`src/boot_record_crc_validator_macros.svh`:
```
// ---------------------------------------------------------------------------
// Boot record CRC validator assertion macros
// Shared concurrent assertion forms used by the validator RTL.
// ---------------------------------------------------------------------------
`ifndef BOOT_RECORD_CRC_VALIDATOR_MACROS_SVH
`define BOOT_RECORD_CRC_VALIDATOR_MACROS_SVH

// same-cycle implication, disabled during reset
`define BRCV_ASSERT_NOW(label, clk, rst, ante, cons, msg) \
   label: assert property (@(posedge clk) disable iff (rst) (ante) |-> (cons)) \
      else $error(msg);

// next-cycle implication, disabled during reset
`define BRCV_ASSERT_NEXT(label, clk, rst, ante, cons, msg) \
   label: assert property (@(posedge clk) disable iff (rst) (ante) |=> (cons)) \
      else $error(msg);

`endif

```
`src/brcv_pkg.sv`:
```
// ---------------------------------------------------------------------------
// Boot record CRC validator package
// Shared types, constants, the byte-wise CRC-32 step and the byte lane helper.
// ---------------------------------------------------------------------------
package brcv_pkg;

   // record limits
   localparam int MAX_RECORD_BYTES = 256;
   localparam int POS_W            = $clog2(MAX_RECORD_BYTES + 1);
   localparam int CMP_W            = ((POS_W > 8) ? POS_W : 8) + 2;

   // CRC-32, reflected form
   localparam logic [31:0] CRC_PRESET = 32'hFFFF_FFFF;
   localparam logic [31:0] CRC_POLY   = 32'hEDB8_8320;

   // register map, word index taken from paddr[3:2]
   localparam int CSR_ADDR_W = 4;

   typedef enum logic [1:0] {
      REG_MAGIC_VALUE  = 2'd0,
      REG_MAGIC_OFFSET = 2'd1,
      REG_CRC_LENGTH   = 2'd2
   } reg_index_type;

   // configuration seen by the datapath
   typedef struct packed {
      logic [31:0] magic_value;
      logic [7:0]  magic_offset;
      logic [7:0]  crc_length;
   } cfg_type;

   // one registered input transaction
   typedef struct packed {
      logic       valid;
      logic [7:0] data;
      logic       last;
   } item_type;

   // one CRC byte step: xor in the byte, then eight shift/reduce steps
   function automatic logic [31:0] crc_byte(input logic [31:0] acc, input logic [7:0] b);
      logic [31:0] c;
      c = acc ^ {24'd0, b};
      for (int k = 0; k < 8; k++) begin
         c = c[0] ? ((c >> 1) ^ CRC_POLY) : (c >> 1);
      end
      return c;
   endfunction

   // replace one byte lane of a little-endian word
   function automatic logic [31:0] put_lane(input logic [31:0] word, input logic [1:0] lane,
                                            input logic [7:0] b);
      logic [31:0] w;
      w = word;
      case (lane)
         2'd0: w[7:0]   = b;
         2'd1: w[15:8]  = b;
         2'd2: w[23:16] = b;
         2'd3: w[31:24] = b;
         default: w = word;
      endcase
      return w;
   endfunction

endpackage

```
`src/brcv_csr.sv`:
```
// ---------------------------------------------------------------------------
// Boot record CRC validator register block
// APB-style configuration registers: magic value, magic offset, CRC length.
// ---------------------------------------------------------------------------
module brcv_csr (
   input  logic                             clock,
   input  logic                             reset,
   input  logic                             psel,
   input  logic                             penable,
   input  logic                             pwrite,
   input  logic [brcv_pkg::CSR_ADDR_W-1:0]  paddr,
   input  logic [31:0]                      pwdata,
   output logic [31:0]                      prdata,
   output logic                             pready,
   output brcv_pkg::cfg_type                cfg
);
   import brcv_pkg::*;

   logic [31:0]   magic_value_ff;
   logic [7:0]    magic_offset_ff;
   logic [7:0]    crc_length_ff;
   logic          wr_en;
   reg_index_type idx;

   assign pready = 1'b1;
   assign wr_en  = psel && penable && pwrite && pready;
   assign idx    = reg_index_type'(paddr[3:2]);

   // register writes; addresses past the map are dropped
   always_ff @(posedge clock) begin
      if (reset) begin
         magic_value_ff  <= '0;
         magic_offset_ff <= '0;
         crc_length_ff   <= '0;
      end else if (wr_en) begin
         case (idx)
            REG_MAGIC_VALUE:  magic_value_ff  <= pwdata;
            REG_MAGIC_OFFSET: magic_offset_ff <= pwdata[7:0];
            REG_CRC_LENGTH:   crc_length_ff   <= pwdata[7:0];
            default: ;
         endcase
      end
   end

   // read mux
   always_comb begin
      case (idx)
         REG_MAGIC_VALUE:  prdata = magic_value_ff;
         REG_MAGIC_OFFSET: prdata = {24'd0, magic_offset_ff};
         REG_CRC_LENGTH:   prdata = {24'd0, crc_length_ff};
         default:          prdata = '0;
      endcase
   end

   assign cfg.magic_value  = magic_value_ff;
   assign cfg.magic_offset = magic_offset_ff;
   assign cfg.crc_length   = crc_length_ff;

endmodule

```
`src/brcv_input_stage.sv`:
```
// ---------------------------------------------------------------------------
// Boot record CRC validator input stage
// Registers one incoming byte transaction ahead of the check logic.
// ---------------------------------------------------------------------------
module brcv_input_stage (
   input  logic                clock,
   input  logic                reset,
   input  logic                req_valid,
   output logic                req_ready,
   input  logic [7:0]          req_data_byte,
   input  logic                req_last_byte,
   input  logic                advance,
   output brcv_pkg::item_type  item
);
   import brcv_pkg::*;

   logic       valid_ff;
   logic [7:0] data_ff;
   logic       last_ff;

   // free when empty or when the held byte moves on this cycle
   assign req_ready = !valid_ff || advance;

   always_ff @(posedge clock) begin
      if (reset) begin
         valid_ff <= 1'b0;
      end else if (req_valid && req_ready) begin
         valid_ff <= 1'b1;
      end else if (advance) begin
         valid_ff <= 1'b0;
      end
   end

   // payload, no reset needed
   always_ff @(posedge clock) begin
      if (req_valid && req_ready) begin
         data_ff <= req_data_byte;
         last_ff <= req_last_byte;
      end
   end

   assign item.valid = valid_ff;
   assign item.data  = data_ff;
   assign item.last  = last_ff;

endmodule

```
`src/brcv_check.sv`:
```
// ---------------------------------------------------------------------------
// Boot record CRC validator check stage
// Per-byte CRC, magic and stored CRC capture, and the result register.
// ---------------------------------------------------------------------------
`include "boot_record_crc_validator_macros.svh"

module brcv_check (
   input  logic                clock,
   input  logic                reset,
   input  brcv_pkg::item_type  item,
   input  brcv_pkg::cfg_type   cfg,
   output logic                advance,
   output logic                rsp_valid,
   input  logic                rsp_ready,
   output logic                rsp_record_valid,
   output logic                rsp_magic_match,
   output logic                rsp_crc_match,
   output logic [31:0]         rsp_computed_crc
);
   import brcv_pkg::*;

   // record state
   logic [31:0]      crc_ff,    crc_in;
   logic [POS_W-1:0] pos_ff,    pos_in;
   logic [31:0]      magic_ff,  magic_in;
   logic [31:0]      stored_ff, stored_in;
   logic [2:0]       seen_ff,   seen_in;

   // result register
   logic             rsp_valid_ff;
   logic             record_valid_ff, magic_match_ff, crc_match_ff;
   logic [31:0]      computed_crc_ff;

   logic             in_range;
   logic [CMP_W-1:0] pos_x, off_x, len_x, mag_rel, sto_rel;
   logic             mag_hit, sto_hit, covered;
   logic [31:0]      computed;
   logic             magic_ok, crc_ok, finish;

   // a byte moves on unless it is final and the result slot stays full
   assign advance = item.valid && (!item.last || !rsp_valid_ff || rsp_ready);
   assign finish  = advance && item.last;

   // position tests against the configured offsets
   assign in_range = pos_ff < POS_W'(MAX_RECORD_BYTES);
   assign pos_x    = CMP_W'(pos_ff);
   assign off_x    = CMP_W'(cfg.magic_offset);
   assign len_x    = CMP_W'(cfg.crc_length);
   assign mag_rel  = pos_x - off_x;
   assign sto_rel  = pos_x - len_x;
   assign covered  = pos_x < len_x;
   assign mag_hit  = (pos_x >= off_x) && (mag_rel < CMP_W'(4));
   assign sto_hit  = (pos_x >= len_x) && (sto_rel < CMP_W'(4));

   // next state for the byte in the input register
   always_comb begin
      crc_in    = crc_ff;
      pos_in    = pos_ff;
      magic_in  = magic_ff;
      stored_in = stored_ff;
      seen_in   = seen_ff;
      if (in_range) begin
         if (covered) begin
            crc_in = crc_byte(crc_ff, item.data);
         end
         if (mag_hit) begin
            magic_in = put_lane(magic_ff, mag_rel[1:0], item.data);
         end
         if (sto_hit) begin
            stored_in = put_lane(stored_ff, sto_rel[1:0], item.data);
            if (seen_ff < 3'd4) begin
               seen_in = seen_ff + 3'd1;
            end
         end
         pos_in = pos_ff + 1'b1;
      end
   end

   // verdict for a final byte
   assign computed = ~crc_in;
   assign magic_ok = (CMP_W'(pos_in) >= (off_x + CMP_W'(4))) && (magic_in == cfg.magic_value);
   assign crc_ok   = (seen_in >= 3'd4) && (stored_in == computed);

   // state update; a final byte returns the record state to reset
   always_ff @(posedge clock) begin
      if (reset || finish) begin
         crc_ff    <= CRC_PRESET;
         pos_ff    <= '0;
         magic_ff  <= '0;
         stored_ff <= '0;
         seen_ff   <= '0;
      end else if (advance) begin
         crc_ff    <= crc_in;
         pos_ff    <= pos_in;
         magic_ff  <= magic_in;
         stored_ff <= stored_in;
         seen_ff   <= seen_in;
      end
   end

   // result valid flag
   always_ff @(posedge clock) begin
      if (reset) begin
         rsp_valid_ff <= 1'b0;
      end else if (finish) begin
         rsp_valid_ff <= 1'b1;
      end else if (rsp_ready) begin
         rsp_valid_ff <= 1'b0;
      end
   end

   // result payload
   always_ff @(posedge clock) begin
      if (finish) begin
         record_valid_ff <= magic_ok && crc_ok;
         magic_match_ff  <= magic_ok;
         crc_match_ff    <= crc_ok;
         computed_crc_ff <= computed;
      end
   end

   assign rsp_valid        = rsp_valid_ff;
   assign rsp_record_valid = record_valid_ff;
   assign rsp_magic_match  = magic_match_ff;
   assign rsp_crc_match    = crc_match_ff;
   assign rsp_computed_crc = computed_crc_ff;

   // checks
   `BRCV_ASSERT_NEXT(a_clear_after_last, clock, reset, finish, (pos_ff == '0) && (seen_ff == '0) && (crc_ff == CRC_PRESET), "record state not cleared after final byte")
   `BRCV_ASSERT_NOW(a_rsp_from_finish, clock, reset, $rose(rsp_valid_ff), $past(finish), "result raised without a final byte")
   `BRCV_ASSERT_NEXT(a_pos_step, clock, reset, advance && !item.last && in_range, pos_ff == $past(pos_ff) + 1'b1, "byte position did not step")
   `BRCV_ASSERT_NOW(a_seen_bound, clock, reset, advance, (seen_ff <= 3'd4) && (pos_ff <= POS_W'(MAX_RECORD_BYTES)), "record counters out of bounds")

endmodule

```
`src/boot_record_crc_validator.sv`:
```
// A final byte passes the input register and then the result register.
// One byte per cycle unless a final byte waits; the CRC step is combinational.
// A final byte waits in the input register only while a result is still untaken.
// Reset (synchronous, active high) clears config, valid flags and record state.
// ---------------------------------------------------------------------------
// Boot record CRC validator
// Streams record bytes, checks CRC-32 and magic word, reports per record.
// ---------------------------------------------------------------------------
module boot_record_crc_validator (
   input  logic                             clock,
   input  logic                             reset,
   input  logic                             req_valid,
   output logic                             req_ready,
   input  logic [7:0]                       req_data_byte,
   input  logic                             req_last_byte,
   output logic                             rsp_valid,
   input  logic                             rsp_ready,
   output logic                             rsp_record_valid,
   output logic                             rsp_magic_match,
   output logic                             rsp_crc_match,
   output logic [31:0]                      rsp_computed_crc,
   input  logic                             psel,
   input  logic                             penable,
   input  logic                             pwrite,
   input  logic [brcv_pkg::CSR_ADDR_W-1:0]  paddr,
   input  logic [31:0]                      pwdata,
   output logic [31:0]                      prdata,
   output logic                             pready
);
   import brcv_pkg::*;

   cfg_type  cfg;
   item_type item;
   logic     advance;

   // configuration registers
   brcv_csr u_csr (
      .clock   (clock),
      .reset   (reset),
      .psel    (psel),
      .penable (penable),
      .pwrite  (pwrite),
      .paddr   (paddr),
      .pwdata  (pwdata),
      .prdata  (prdata),
      .pready  (pready),
      .cfg     (cfg)
   );

   // input register
   brcv_input_stage u_input (
      .clock         (clock),
      .reset         (reset),
      .req_valid     (req_valid),
      .req_ready     (req_ready),
      .req_data_byte (req_data_byte),
      .req_last_byte (req_last_byte),
      .advance       (advance),
      .item          (item)
   );

   // check logic and result register
   brcv_check u_check (
      .clock            (clock),
      .reset            (reset),
      .item             (item),
      .cfg              (cfg),
      .advance          (advance),
      .rsp_valid        (rsp_valid),
      .rsp_ready        (rsp_ready),
      .rsp_record_valid (rsp_record_valid),
      .rsp_magic_match  (rsp_magic_match),
      .rsp_crc_match    (rsp_crc_match),
      .rsp_computed_crc (rsp_computed_crc)
   );

endmodule
```
`config.mk`:
```
export PLATFORM = sky130hd
export DESIGN_NAME = boot_record_crc_validator
export DESIGN_NICKNAME = d
export VERILOG_FILES = /design/src/brcv_pkg.sv /design/src/brcv_csr.sv /design/src/brcv_input_stage.sv /design/src/brcv_check.sv /design/src/boot_record_crc_validator.sv
export VERILOG_INCLUDE_DIRS = /design/src /design/src/src
export SDC_FILE = /design/constraint.sdc
export NUM_CORES = 1
export LEC_CHECK = 0
export BUFFER_PORTS_ARGS = -buffer_cell sky130_fd_sc_hd__buf_2
export CORE_MARGIN = 4
export CORE_UTILIZATION = 50
export DETAILED_ROUTE_END_ITERATION = 12
export PLACE_DENSITY = 0.75
export SYNTH_ARGS = -nofsm -noshare
export SYNTH_HDL_FRONTEND = slang
export SYNTH_SLANG_ARGS = --single-unit
```
`constraint.sdc`:
```
create_clock -name clock -period 4.7 [get_ports clock]
set_clock_uncertainty 0.2 [all_clocks]
set_input_delay 0.47 -clock clock [delete_from_list [all_inputs] [get_ports clock]]
set_output_delay 0.47 -clock clock [all_outputs]
set_load 0.05 [all_outputs]
```
Yosys cells after proc, flatten, opt, wreduce, memory -nomap -nowiden
Cells that the tools add are included.

word-level totals
  bits in registers = 202
  input port bits = 52
  word-level logic and storage cells = 106
  output and inout port bits = 70

cells by class
  reduce and logical (&&, ||, !) cells = 25
  magnitude comparators = 9
  $add $sub $neg = 5
  bitwise operators = 10
  muxes and demuxes = 31
  equality and inequality tests = 10

operators by type and width
  kind                                                          count
  two-way mux 32 bit                                            14
  NOT 13 -> 14 bit                                              8
  case mux 32 bit (3 select lines)                              1
  equality test 32 bit                                          2
  two-way mux 8 bit                                             8
  NOT 32 bit                                                    1
  bitwise XOR 32 x 8 -> 32 bit                                  1
  less-than comparator 11 x 3 -> 1 bit (second input constant)  2
  subtractor 9 x 8 -> 10 bit                                    2
  >= comparator 9 x 8 -> 1 bit                                  2
  >= comparator 9 x 11 -> 1 bit                                 1
  equality test 2 bit (second input constant)                   5
  logical AND 1 bit                                             10
  adder 8 x 3 -> 9 bit (second input constant)                  1
  adder 9 x 1 -> 9 bit (second input constant)                  1
  less-than comparator 9 x 8 -> 1 bit                           1
  less-than comparator 9 bit (second input constant)            1
  two-way mux 3 bit                                             3
  two-way mux 9 bit                                             1
  equality test 2 x 1 -> 1 bit (second input constant)          3
  logical NOT 2 bit                                             3
  AND reduction 2 bit                                           3
  logical OR 1 bit                                              4
  two-way mux 1 bit                                             4
  other kinds (5)                                               8

Logic depth before layout (Yosys ltp)
Gate-level depths: netlist (run 1).

  depth in word-level cells = 23
  depth in mapped cells = 16
  depth with buffers taken out = 14

Cells and area by module
From an unflattened synthesis (run 1), not the netlist that was laid out.

second synthesis, totals
  cell total of the unflattened synthesis = 1412
  area, all modules = 12205.5 um^2

modules (own cells, without submodules)
  module            seq. area each (um^2)  cells an instance  instances  area an instance (um^2)
  brcv_check        3233.1                 1147               1          9427.8
  brcv_csr          960.9                  249                1          2437.3
  brcv_input_stage  290.3                  16                 1          340.3

Least setup slack after synthesis (run 1)
No wires, ideal clock.

  kind = reg-to-reg
  start point = register u_check.pos_ff[0]
  end point = register u_check.record_valid_ff, in the netlist u_check.rsp_record_valid (data pin)
  period minus slack after synthesis = 3970 ps
  arrival time = 3600 ps
  stages on the path, launching flop included = 16
  data required time = 4330 ps
  setup slack = 730 ps
  library setup time = 170 ps
  cells stage by stage = dfxtp_1 > inv_1 > ha_1 > inv_1 > fa_1 > a211oi_1 > o21ai_0 > and4b_1 > buf_6 > and3_4 > buf_6 > or4_1 > a21oi_1 > o211ai_1 > or4_4 > nor4_2

on the way
  word-level cells in the longest chain between the ends = 8
  elaborated cells between the ends (all ways) = 44
  classes of those cells = add/sub: 3; order compare: 8; eq/ne: 8; mux: 17; bitwise: 1; reduce/logical: 7

ends and longest elaborated chain
  item                                                            line                                text
  start, declared                                                 brcv_check.sv:24                    logic [POS_W-1:0] pos_ff, pos_in;
  start signal, assigned                                          brcv_check.sv:94                    pos_ff <= pos_in;
  subtractor 9 x 8 -> 10 bit, on equally long branches            brcv_check.sv:49, brcv_check.sv:50
  less-than comparator 11 x 3 -> 1 bit (tied with other cells)    brcv_check.sv:52                    assign mag_hit = (pos_x >= off_x) && (mag_rel < CMP_W'(4));
  logical AND 1 bit (tied with other cells)                       brcv_check.sv:52
  two-way mux 32 bit (tied with other cells)                      brcv_check.sv:66                    if (mag_hit) begin
  two-way mux 32 bit / two-way mux 3 bit (equally long branches)  brcv_check.sv:62                    if (in_range) begin
  equality test 32 bit (tied with other cells)                    brcv_check.sv:81                    assign magic_ok = (CMP_W'(pos_in) >= (off_x + CMP_W'(4))) && (magic_in == cfg.magic_value);
  logical AND 1 bit, on equally long branches                     brcv_check.sv:81, brcv_check.sv:82
  logical AND 1 bit *                                             brcv_check.sv:115                   record_valid_ff <= magic_ok && crc_ok;
  end signal, assigned                                            brcv_check.sv:115
  end, declared                                                   brcv_check.sv:31                    logic record_valid_ff, magic_match_ff, crc_match_ff;

Mark *: on every way between the ends. The rest lies on a longest branch, timed or not.
A chain may end at the register's enable or synchronous reset.

Final worst setup path (run 1)
  start point = register u_check.pos_ff[0]
  end point = register u_check.record_valid_ff, in the netlist u_check.rsp_record_valid (data pin)

on the way
  elaborated cells between the ends (all ways) = 44
  classes of those cells = add/sub: 3; order compare: 8; eq/ne: 8; mux: 17; bitwise: 1; reduce/logical: 7

RTL lines
  item                                 line               text
  less-than comparator 9 x 8 -> 1 bit  brcv_check.sv:51   assign covered = pos_x < len_x;
  two-way mux 32 bit                   brcv_check.sv:63   if (covered) begin
  two-way mux 32 bit *                 brcv_check.sv:62
  NOT 32 bit *                         brcv_check.sv:80   assign computed = ~crc_in;
  net u_check.computed[12]             brcv_check.sv:37   logic [31:0] computed;
  equality test 32 bit *               brcv_check.sv:82   assign crc_ok = (seen_in >= 3'd4) && (stored_in == computed);
  logical AND 1 bit *                  brcv_check.sv:82
  logical AND 1 bit *                  brcv_check.sv:115

Mark *: on every way through the listed nets, which the timed path passes. The rest lies on a longest branch.

==> results of run 1 <==
==> metrics by stage <==
| stage | std cells | power, uW | utilization, % |
|---|---|---|---|
| after floorplan | 1326 | 2590 | - |
| after global placement | 1682 | 2820 | 54.9 |
| after detailed placement | 1682 | 2840 | 54.9 |
| after CTS | 1754 | 4770 | 59.8 |
| after global routing | 1754 | 4930 | 59.8 |
| final | 1754 | 4750 | 59.8 |
==> sequential cells by signal (all words and copies together) (netlist names), 3 cells and up <==
register,cells
u_check.crc_ff,32
u_check.magic_ff,32
u_check.rsp_computed_crc,32
u_check.stored_ff,32
u_csr.magic_value_ff,32
u_check.pos_ff,9
u_csr.crc_length_ff,8
u_csr.magic_offset_ff,8
u_input.data_ff,8
u_check.seen_ff,3
==> area by class of cell <==
cell class	count	area [um2]
clock buffers	26	587
clock inverters	14	206
fillers	1984	9060
inverters	47	176
multi-input cells	996	6520
flip-flops and latches	202	4480
well taps	285	357
repair buffers	184	1180
==> critical path: cells and delay by family, from the launching register on <==
kind / cells / cell delay (ns)
buf+inv: 4 / 0.53
compound gates: 5 / 1.37
simple gates: 3 / 0.67
flops: 1 / 0.37
mux: 1 / 0.35
fa+ha+maj: 2 / 0.60
==> how the worst max path moves through the flow <==
stage                            from                       end  depth (start not counted)
finish              u_check.pos_ff[0]  u_check.rsp_record_valid                         15
global route        u_check.pos_ff[0]  u_check.rsp_record_valid                         15
CTS                 u_check.pos_ff[0]  u_check.rsp_record_valid                         15
detailed placement  u_check.pos_ff[0]  u_check.rsp_record_valid                         15
global placement    u_check.pos_ff[0]  u_check.rsp_record_valid                         15
floorplan           u_check.pos_ff[0]  u_check.rsp_record_valid                         15
==> timing repair <==
action | 4_1_cts | 5_1_grt
endpoints found under the hold margin | 32 | 0
resized for setup | 0 | 3
hold buffers | 32 | 0
setup endpoints to repair | 0 | 2
==> routing by layer <==
layer  up-vias  GRT usage (%)
met4         0           7.30
met2       371           40.7
met1      4782           32.2
li1       4863              -
met3        75           3.26
met5         -              0
==> power by group <==
part | switching (uW) | internal [uW] | total [uW]
clock | 736 | 1170 | 1910
sequential | 42.0 | 1840 | 1880
combinational | 572 | 390 | 961
==> synthesized netlist by cell type (all sizes together), types with 15 or more instances <==
library cell	number	area [um2]
inv	47	176
nand2b	15	93.8
nor3	19	95.1
nand3	24	120
dfxtp	158	3160
nor2	98	368
o21ai	50	250
ha	28	350
o211ai	43	323
nand2	203	762
and2	24	150
mux2i	100	1000
buf	18	95.1
a21oi	104	521
edfxtp	44	1320
xor2	38	333
clkbuf	63	236
xnor2	106	943
==> kinds of logic (layout without fill, tap and decap cells) <==
logic type,after synthesis,in the layout,synth area share (%)
and+or+nand+nor,447,447,17.9
AOI/OAI and AO/OA,268,268,14.5
DFF,202,202,39.1
xor gates and xnor gates,144,144,11.1
buffers and inverters,128,271,4.43
muxes,106,106,9.42
adders and majority gates,30,30,3.41
other,1,1,0.0327
==> flow_summary.yaml, run 1 <==
cells_and_area:
  final_layout_size_suffix_gt1_share_pct: 15.0
  final_common_cell: "nand2_1"
  diodes: 0
  nets: 1536
  syn2layout_area_growth_pct: 17.8
  layout_common_cells: "nand2_1 (202), dfxtp_1 (158), buf_2 (118)"
  postLayoutCellArea_mm2: 0.0135
setup_path:
  startpoint_type: "flop"
  cp_max_fo: 48
  slowest_stage: "fa_1"
  r2r_start: "u_check.pos_ff[0]"
  cp_data_arrival_time_ns: 4.44
  cp-end-kind: "flop"
  rr_endpoint: "u_check.rsp_record_valid"
  worstPathCellList: "inv_1 -> ha_1 -> inv_1 -> fa_1 -> a211oi_1 -> o211ai_1 -> a211oi_4 -> buf_12 -> mux2i_2 -> inv_1 -> a2111oi_0 -> a21oi_1 -> nor4_1 -> nand4_1 -> nor4_2"
  rrSetupSlack_ns: 0.41
  slowest_delay_ns: 0.44
  cp.required_ns: 4.85
  path_class: "flop to flop"
  r2r_cells: 15
  cp_common_cell: "inv_1"
cts:
  clk_latency_ns: 0.51
  cts-root-buf: "clkbuf_16"
  cts_sinks: 202
  postCtsSetupBuffers: 0
  cts_htree_levels: 1
  clk_path_buf_depth: 3
  cts_buffers: 23
  clk_pin_slew_ns: 0.06
  cts_tree: "yes"
power:
  peakVddDrop_uv: 250
  p_leak_uw: 0.00518
  power_density_mw_per_mm2: 352
synthesis:
  synth-edff-count: 44
  synth_cell_types: 75
  synth_seq_cells: 202
  syn_nets: 1408
  synthArstFlopShare_pct: 0
  ys_seq_area_share_pct: 39.1
  ys.flop_type: "dfxtp_1"
  yosysWarnings: 0
  syn_area_mm2: 0.0115
  syn_area_per_cell_um2: 8.65
  synth_cells: 1326
route:
  wl_per_cell_um: 18.2
  drcViolationCount: 0
  dr.first_iter.drc_count: 765
  dr_wl_met3_mm: 1.91
  wl_met2_mm: 15.0
  via_per_inst: 5.75
  highest_layer: "met4"
  wl_met1_mm: 14.0
  dr.pass1.iters: 6
  drtAntennaViolNets: 0
  num_vias: 10091
  routed_wl_mm: 31.9
worst_hold_path:
  hold_start: "pwdata[1]"
  hold_path.class: "primary input to flop"
  hold_depth: 3
  min_to: "u_csr.magic_value_ff[1]"
sta:
  setup_viol: 0
  hold_ws_ns: 0.0214
  period_share_pct: 91.2
  tns_ns: 0
  max_freq_mhz: 233
  min_period_ns: 4.29
  finalHoldViolCount: 0
  rsz0062_at_grt: "no"
  setup_ws_ns: 0.412
  max-slew-margin-rel_pct: 24.6
  tightest_slew_ns: 1.13
  slew_viol_final: 0
die:
  die_w_um: 159
  start_util_pct: 50.8
  ioPinCount: 122
  dieArea_mm2: 0.0254
  die_y_um: 159
  rows: 55
  core_area_mm2: 0.0226
placement:
  gp_congestion: 0.976
  preCtsSetupSlack_ns: 0.385
  place.port_buffers: 118
  hpwl_mm: 22.3
  placed_area_mm2: 0.0124
global_routing:
  overflow: 0
  grt_pass1_wl_mm: 51.0
  antenna_found_initial: 0
  grt_pass1_vias: 9660
  grt_max_degree: 66
  grt_usage_pct: 24.0
flow_run:
  max_cap_violations: 0
status:
  status: "complete, no violations"
Note: power is estimated with default switching activity, not from simulation.
==> run 2: changes to the inputs <==
--- a/config.mk
+++ b/config.mk
@@ -7,10 +7,11 @@
 export NUM_CORES = 1
 export LEC_CHECK = 0
 export BUFFER_PORTS_ARGS = -buffer_cell sky130_fd_sc_hd__buf_2
-export CORE_MARGIN = 4
+export CORE_MARGIN = 2
 export CORE_UTILIZATION = 50
 export DETAILED_ROUTE_END_ITERATION = 12
 export PLACE_DENSITY = 0.75
+export REMOVE_ABC_BUFFERS = 1
 export SYNTH_ARGS = -nofsm -noshare
 export SYNTH_HDL_FRONTEND = slang
 export SYNTH_SLANG_ARGS = --single-unit
==> flow_summary.yaml, run 2 (synthesis results as in run 1) <==
status:
  status: "complete, no violations"
sta:
  hold_ws_ns: 0.0119
  tightest_slew_ns: 1.15
  finalHoldViolCount: 0
  max-slew-margin-rel_pct: 23.3
  min_period_ns: 4.46
  period_share_pct: 94.9
  slew_viol_final: 0
  setup_viol: 0
  max_freq_mhz: 224
route:
  drcViolationCount: 0
  via_per_inst: 5.73
  drtAntennaViolNets: 0
  dr.first_iter.drc_count: 673
  dr.pass1.iters: 5
  routed_wl_mm: 31.5
  num_vias: 10058
  wl_met1_mm: 13.1
  highest_layer: "met4"
  wl_met2_mm: 14.8
  dr_wl_met3_mm: 2.03
  wl_per_cell_um: 18.0
cts:
  clk_latency_ns: 0.52
  cts_sinks: 202
  cts_htree_levels: 1
  clk_path_buf_depth: 3
  cts_tree: "yes"
  cts-root-buf: "clkbuf_16"
  clk_pin_slew_ns: 0.06
  cts_buffers: 22
global_routing:
  grt_pass1_wl_mm: 51.0
  antenna_found_initial: 0
  grt_usage_pct: 26.2
  overflow: 0
  grt_pass1_vias: 9585
  grt_max_degree: 76
worst_hold_path:
  hold_path.class: "primary input to flop"
  hold_start: "pwdata[18]"
setup_path:
  cp-end-kind: "flop"
  startpoint_type: "flop"
  cp_data_arrival_time_ns: 4.60
  cp_max_fo: 23
  r2r_start: "u_check.pos_ff[0]"
  startpoint: "u_check.pos_ff[0]"
  path_class: "flop to flop"
  cp.required_ns: 4.84
die:
  ioPinCount: 122
  start_util_pct: 50.8
  core_area_mm2: 0.0226
  die_w_um: 155
  die_y_um: 155
  rows: 55
  dieArea_mm2: 0.0242
placement:
  hpwl_mm: 22.2
  gp_congestion: 0.992
  place.port_buffers: 118
  placed_cells: 1683
cells_and_area:
  diodes: 0
  final_common_cell: "nand2_1"
  final_layout_size_suffix_gt1_share_pct: 15.4
  fill_cells: 1985
  nets: 1536
  syn2layout_area_growth_pct: 17.8
  layout_common_cells: "nand2_1 (202), dfxtp_1 (158), buf_2 (118)"
  fin_cells: 1755
power:
  power_density_mw_per_mm2: 346
  p_leak_uw: 0.00520
  peakVddDrop_uv: 236
flow_run:
  max_cap_violations: 0
[run 2: critical path, stage by stage, from the launching register on]
cell	delay, ns
dfxtp_1	0.36
inv_1	0.11
ha_1	0.17
inv_1	0.06
fa_1	0.45
a211oi_2	0.30
o211ai_1	0.17
a211oi_4	0.37
buf_4	0.32
mux2i_1	0.31
inv_1	0.12
a2111oi_0	0.43
a21oi_1	0.09
nor4_1	0.38
nand4_1	0.14
buf_4	0.18
nor4_2	0.12
[run 2: area by class of cell]
type | count | area, um2 | area share (%)
tap | 285 | 357 | 2.64
clock inverter | 7 | 40.0 | 0.296
sequential | 202 | 4480 | 33.2
clock buffer | 33 | 748 | 5.54
inverter | 47 | 176 | 1.31
multi-input combinational | 996 | 6530 | 48.4
timing repair buffer | 185 | 1170 | 8.67
[run 2: worst paths after layout]
kind / endpoint / slack [ns] / cells past startpoint
worst max-delay path: u_check.rsp_record_valid / 0.24 / 16
worst min-delay path: u_csr.magic_value_ff[18] / 0.01 / 3
worst max register to register: u_check.rsp_record_valid / 0.24 / 16
worst min register to register: u_check.stored_ff[4] / 0.25 / 2
[run 2: timing repair]
action,4_1_cts,5_1_grt
hold buffers,31,0
setup buffers,0,1
hold endpoints to repair,31,0
gates resized for setup,0,6
setup endpoints to repair,0,2
[run 2: stage by stage]
| step | setup slack [ns] | instance area [um2] | total power (uW) | utilization [%] | setup TNS [ns] |
|---|---|---|---|---|---|
| 3_5_place_dp | 0.160 | 12400 | 2840 | 54.8 | 0 |
| 2_1_floorplan | -2.24 | 11100 | 2570 | - | -81.14 |
| 3_3_place_gp | 0.334 | 12400 | 2820 | 54.8 | 0 |
| 4_1_cts | 0.108 | 13500 | 4680 | 59.7 | 0 |
| 5_1_grt | -0.0120 | 13500 | 4850 | 59.9 | -0.0120 |
| 6_report | 0.241 | 13500 | 4680 | 59.9 | 0 |
[run 2: where the power goes]
group          internal, uW  switching, uW
Sequential             1840           42.2
Combinational           387            575
Clock                  1110            732
Total                  3330           1350
[run 2: metal layers]
layer,GRT usage (%),up-vias
li1,-,4864
met1,33.5,4715
met2,44.1,388
met3,3.84,91
met4,11.5,0
met5,0,-
==> run 3: changes to the inputs <==
--- a/config.mk
+++ b/config.mk
@@ -10,7 +10,7 @@
 export CORE_MARGIN = 2
 export CORE_UTILIZATION = 50
 export DETAILED_ROUTE_END_ITERATION = 12
-export PLACE_DENSITY = 0.75
+export PLACE_DENSITY = 0.74
 export REMOVE_ABC_BUFFERS = 1
 export SYNTH_ARGS = -nofsm -noshare
 export SYNTH_HDL_FRONTEND = slang
==> constraint.sdc (replaced) <==
create_clock -name clock -period 4.9 [get_ports clock]
set_clock_uncertainty 0.2 [all_clocks]
set_input_delay 0.49 -clock clock [delete_from_list [all_inputs] [get_ports clock]]
set_output_delay 0.49 -clock clock [all_outputs]
set_load 0.05 [all_outputs]
==> flow_summary.yaml, run 3 (synthesis results as in run 1) <==
status:
  status: "complete, no violations"
die:
  die_y_um: 155
  rows: 55
  start_util_pct: 50.8
  die_w_um: 155
  dieArea_mm2: 0.0242
  ioPinCount: 122
  core_area_mm2: 0.0226
cts:
  cts-root-buf: "clkbuf_16"
  clk_pin_slew_ns: 0.06
  cts_tree: "yes"
  clk_latency_ns: 0.52
  cts_htree_levels: 1
  cts_buffers: 23
  clk_path_buf_depth: 3
  postCtsSetupBuffers: 0
  cts_sinks: 202
setup_path:
  startpoint_type: "flop"
  cp-end-kind: "flop"
  path_delay_family: "simple AND/OR/NAND/NOR gates"
  cp_max_fo: 8
  cp_data_arrival_time_ns: 4.53
  cp.required_ns: 5.05
  crit_buf_inv: 2
  slowest_delay_ns: 0.56
  worstPathCellList: "inv_1 -> ha_1 -> inv_1 -> fa_1 -> a211oi_1 -> o21ai_0 -> and4b_1 -> and3_4 -> or4_1 -> a21oi_1 -> o211ai_1 -> or4_4 -> nor4_2"
  path_class: "flop to flop"
  cp_common_cell: "inv_1"
  slowest_stage: "or4_4"
placement:
  placed_area_mm2: 0.0124
  gp_congestion: 0.975
  hpwl_mm: 22.2
  preCtsSetupSlack_ns: 0.634
  place.port_buffers: 118
power:
  p_int_uw: 3010
  p_leak_uw: 0.00507
  switching_power_uw: 1270
  swShare_pct: 29.8
  clkPwrFrac_pct: 36.7
  pwr-share-comb_pct: 21.2
  peakVddDrop_uv: 236
  power_density_mw_per_mm2: 323
  power_uw: 4280
  pwr-share-seq_pct: 42.1
sta:
  setup_ws_ns: 0.520
  setup_viol: 0
  max_freq_mhz: 228
  slew_viol_final: 0
  tightest_slew_ns: 1.17
  rsz0062_at_grt: "no"
  tns_ns: 0
  period_share_pct: 89.4
  finalHoldViolCount: 0
  min_period_ns: 4.38
  max-slew-margin-rel_pct: 21.8
global_routing:
  grt_usage_pct: 25.8
  overflow: 0
  grt_pass1_wl_mm: 50.0
  grt_util_met1_pct: 33.1
  top_usage_layer: "met2"
  use_met2_pct: 44.5
  use_met3_pct: 3.37
  grt_max_degree: 53
  antenna_found_initial: 0
  grt_pass1_vias: 9479
route:
  drtAntennaViolNets: 0
  via_per_inst: 5.68
  routed_wl_mm: 31.3
  dr.first_iter.drc_count: 745
  dr.pass1.iters: 5
  drcViolationCount: 0
  num_vias: 9893
  wl_per_cell_um: 18.0
worst_hold_path:
  hold_path.class: "primary input to flop"
cells_and_area:
  nets: 1524
  syn2layout_area_growth_pct: 15.7
  final_common_cell: "nand2_1"
  fin_util_pct: 58.8
  diodes: 0
  postLayoutCellArea_mm2: 0.0133
  layout_common_cells: "nand2_1 (202), dfxtp_1 (158), buf_2 (118)"
  final_layout_size_suffix_gt1_share_pct: 14.7
flow_run:
  max_cap_violations: 0
==> run 3: worst register-to-register path, delay by kind of cell (launching register included) <==
kind | cells | cell delay [ns]
AND/OR/NAND/NOR | 5 | 1.91
adder cells (fa/ha/maj) | 2 | 0.60
flip-flops | 1 | 0.37
buffers and inverters | 2 | 0.17
AO/OA/AOI/OAI | 4 | 0.98
==> run 3: cell type report <==
| type | instances | area (um2) |
|---|---|---|
| Tap cell | 285 | 357 |
| Fill cell | 1997 | 9310 |
| Clock inverter | 11 | 63.8 |
| Inverter | 47 | 176 |
| Sequential cell | 202 | 4480 |
| Timing Repair Buffer | 172 | 1060 |
| Clock buffer | 30 | 612 |
| Multi-Input combinational cell | 996 | 6510 |
==> run 3: repair_timing <==
action,CTS,global route
resized for setup,0,0
hold buffers,22,0
setup endpoints to repair,0,0
hold endpoints to repair,22,0
==> run 3: metal layers <==
layer	part of all wire (%)	vias to the layer above	routed length [um]
met3	5.4	76	1680
li1	-	4852	-
met4	3.7	0	1170
met2	47	325	14800
met1	43	4640	13600
met5	0	-	0
==> run 3: path summary, 6_finish.rpt <==
check                       from                       end  slack [ns]  cells past startpoint
max            u_check.pos_ff[0]  u_check.rsp_record_valid        0.52                     13
min                   pwdata[13]  u_csr.magic_value_ff[13]        0.01                      3
max reg2reg    u_check.pos_ff[0]  u_check.rsp_record_valid        0.52                     13
min reg2reg  u_check.magic_ff[3]       u_check.magic_ff[3]        0.25                      2
==> run 3: power by group through the flow <==
stage	sequential, uW	combinational, uW	clock [uW]
3_3_place_gp	1830	874	0
5_1_grt	1810	981	1660
3_5_place_dp	1840	882	0
6_report	1800	909	1570
4_1_cts	1800	902	1600
2_1_floorplan	1880	585	0
==> run 3: metrics by stage <==
step,std cells,hold WS [ns]
final,1743,0.0129
after global routing,1743,0.0201
after CTS,1743,0.00190
after detailed placement,1680,0.245
after global placement,1680,0.237
after floorplan,1245,0.230
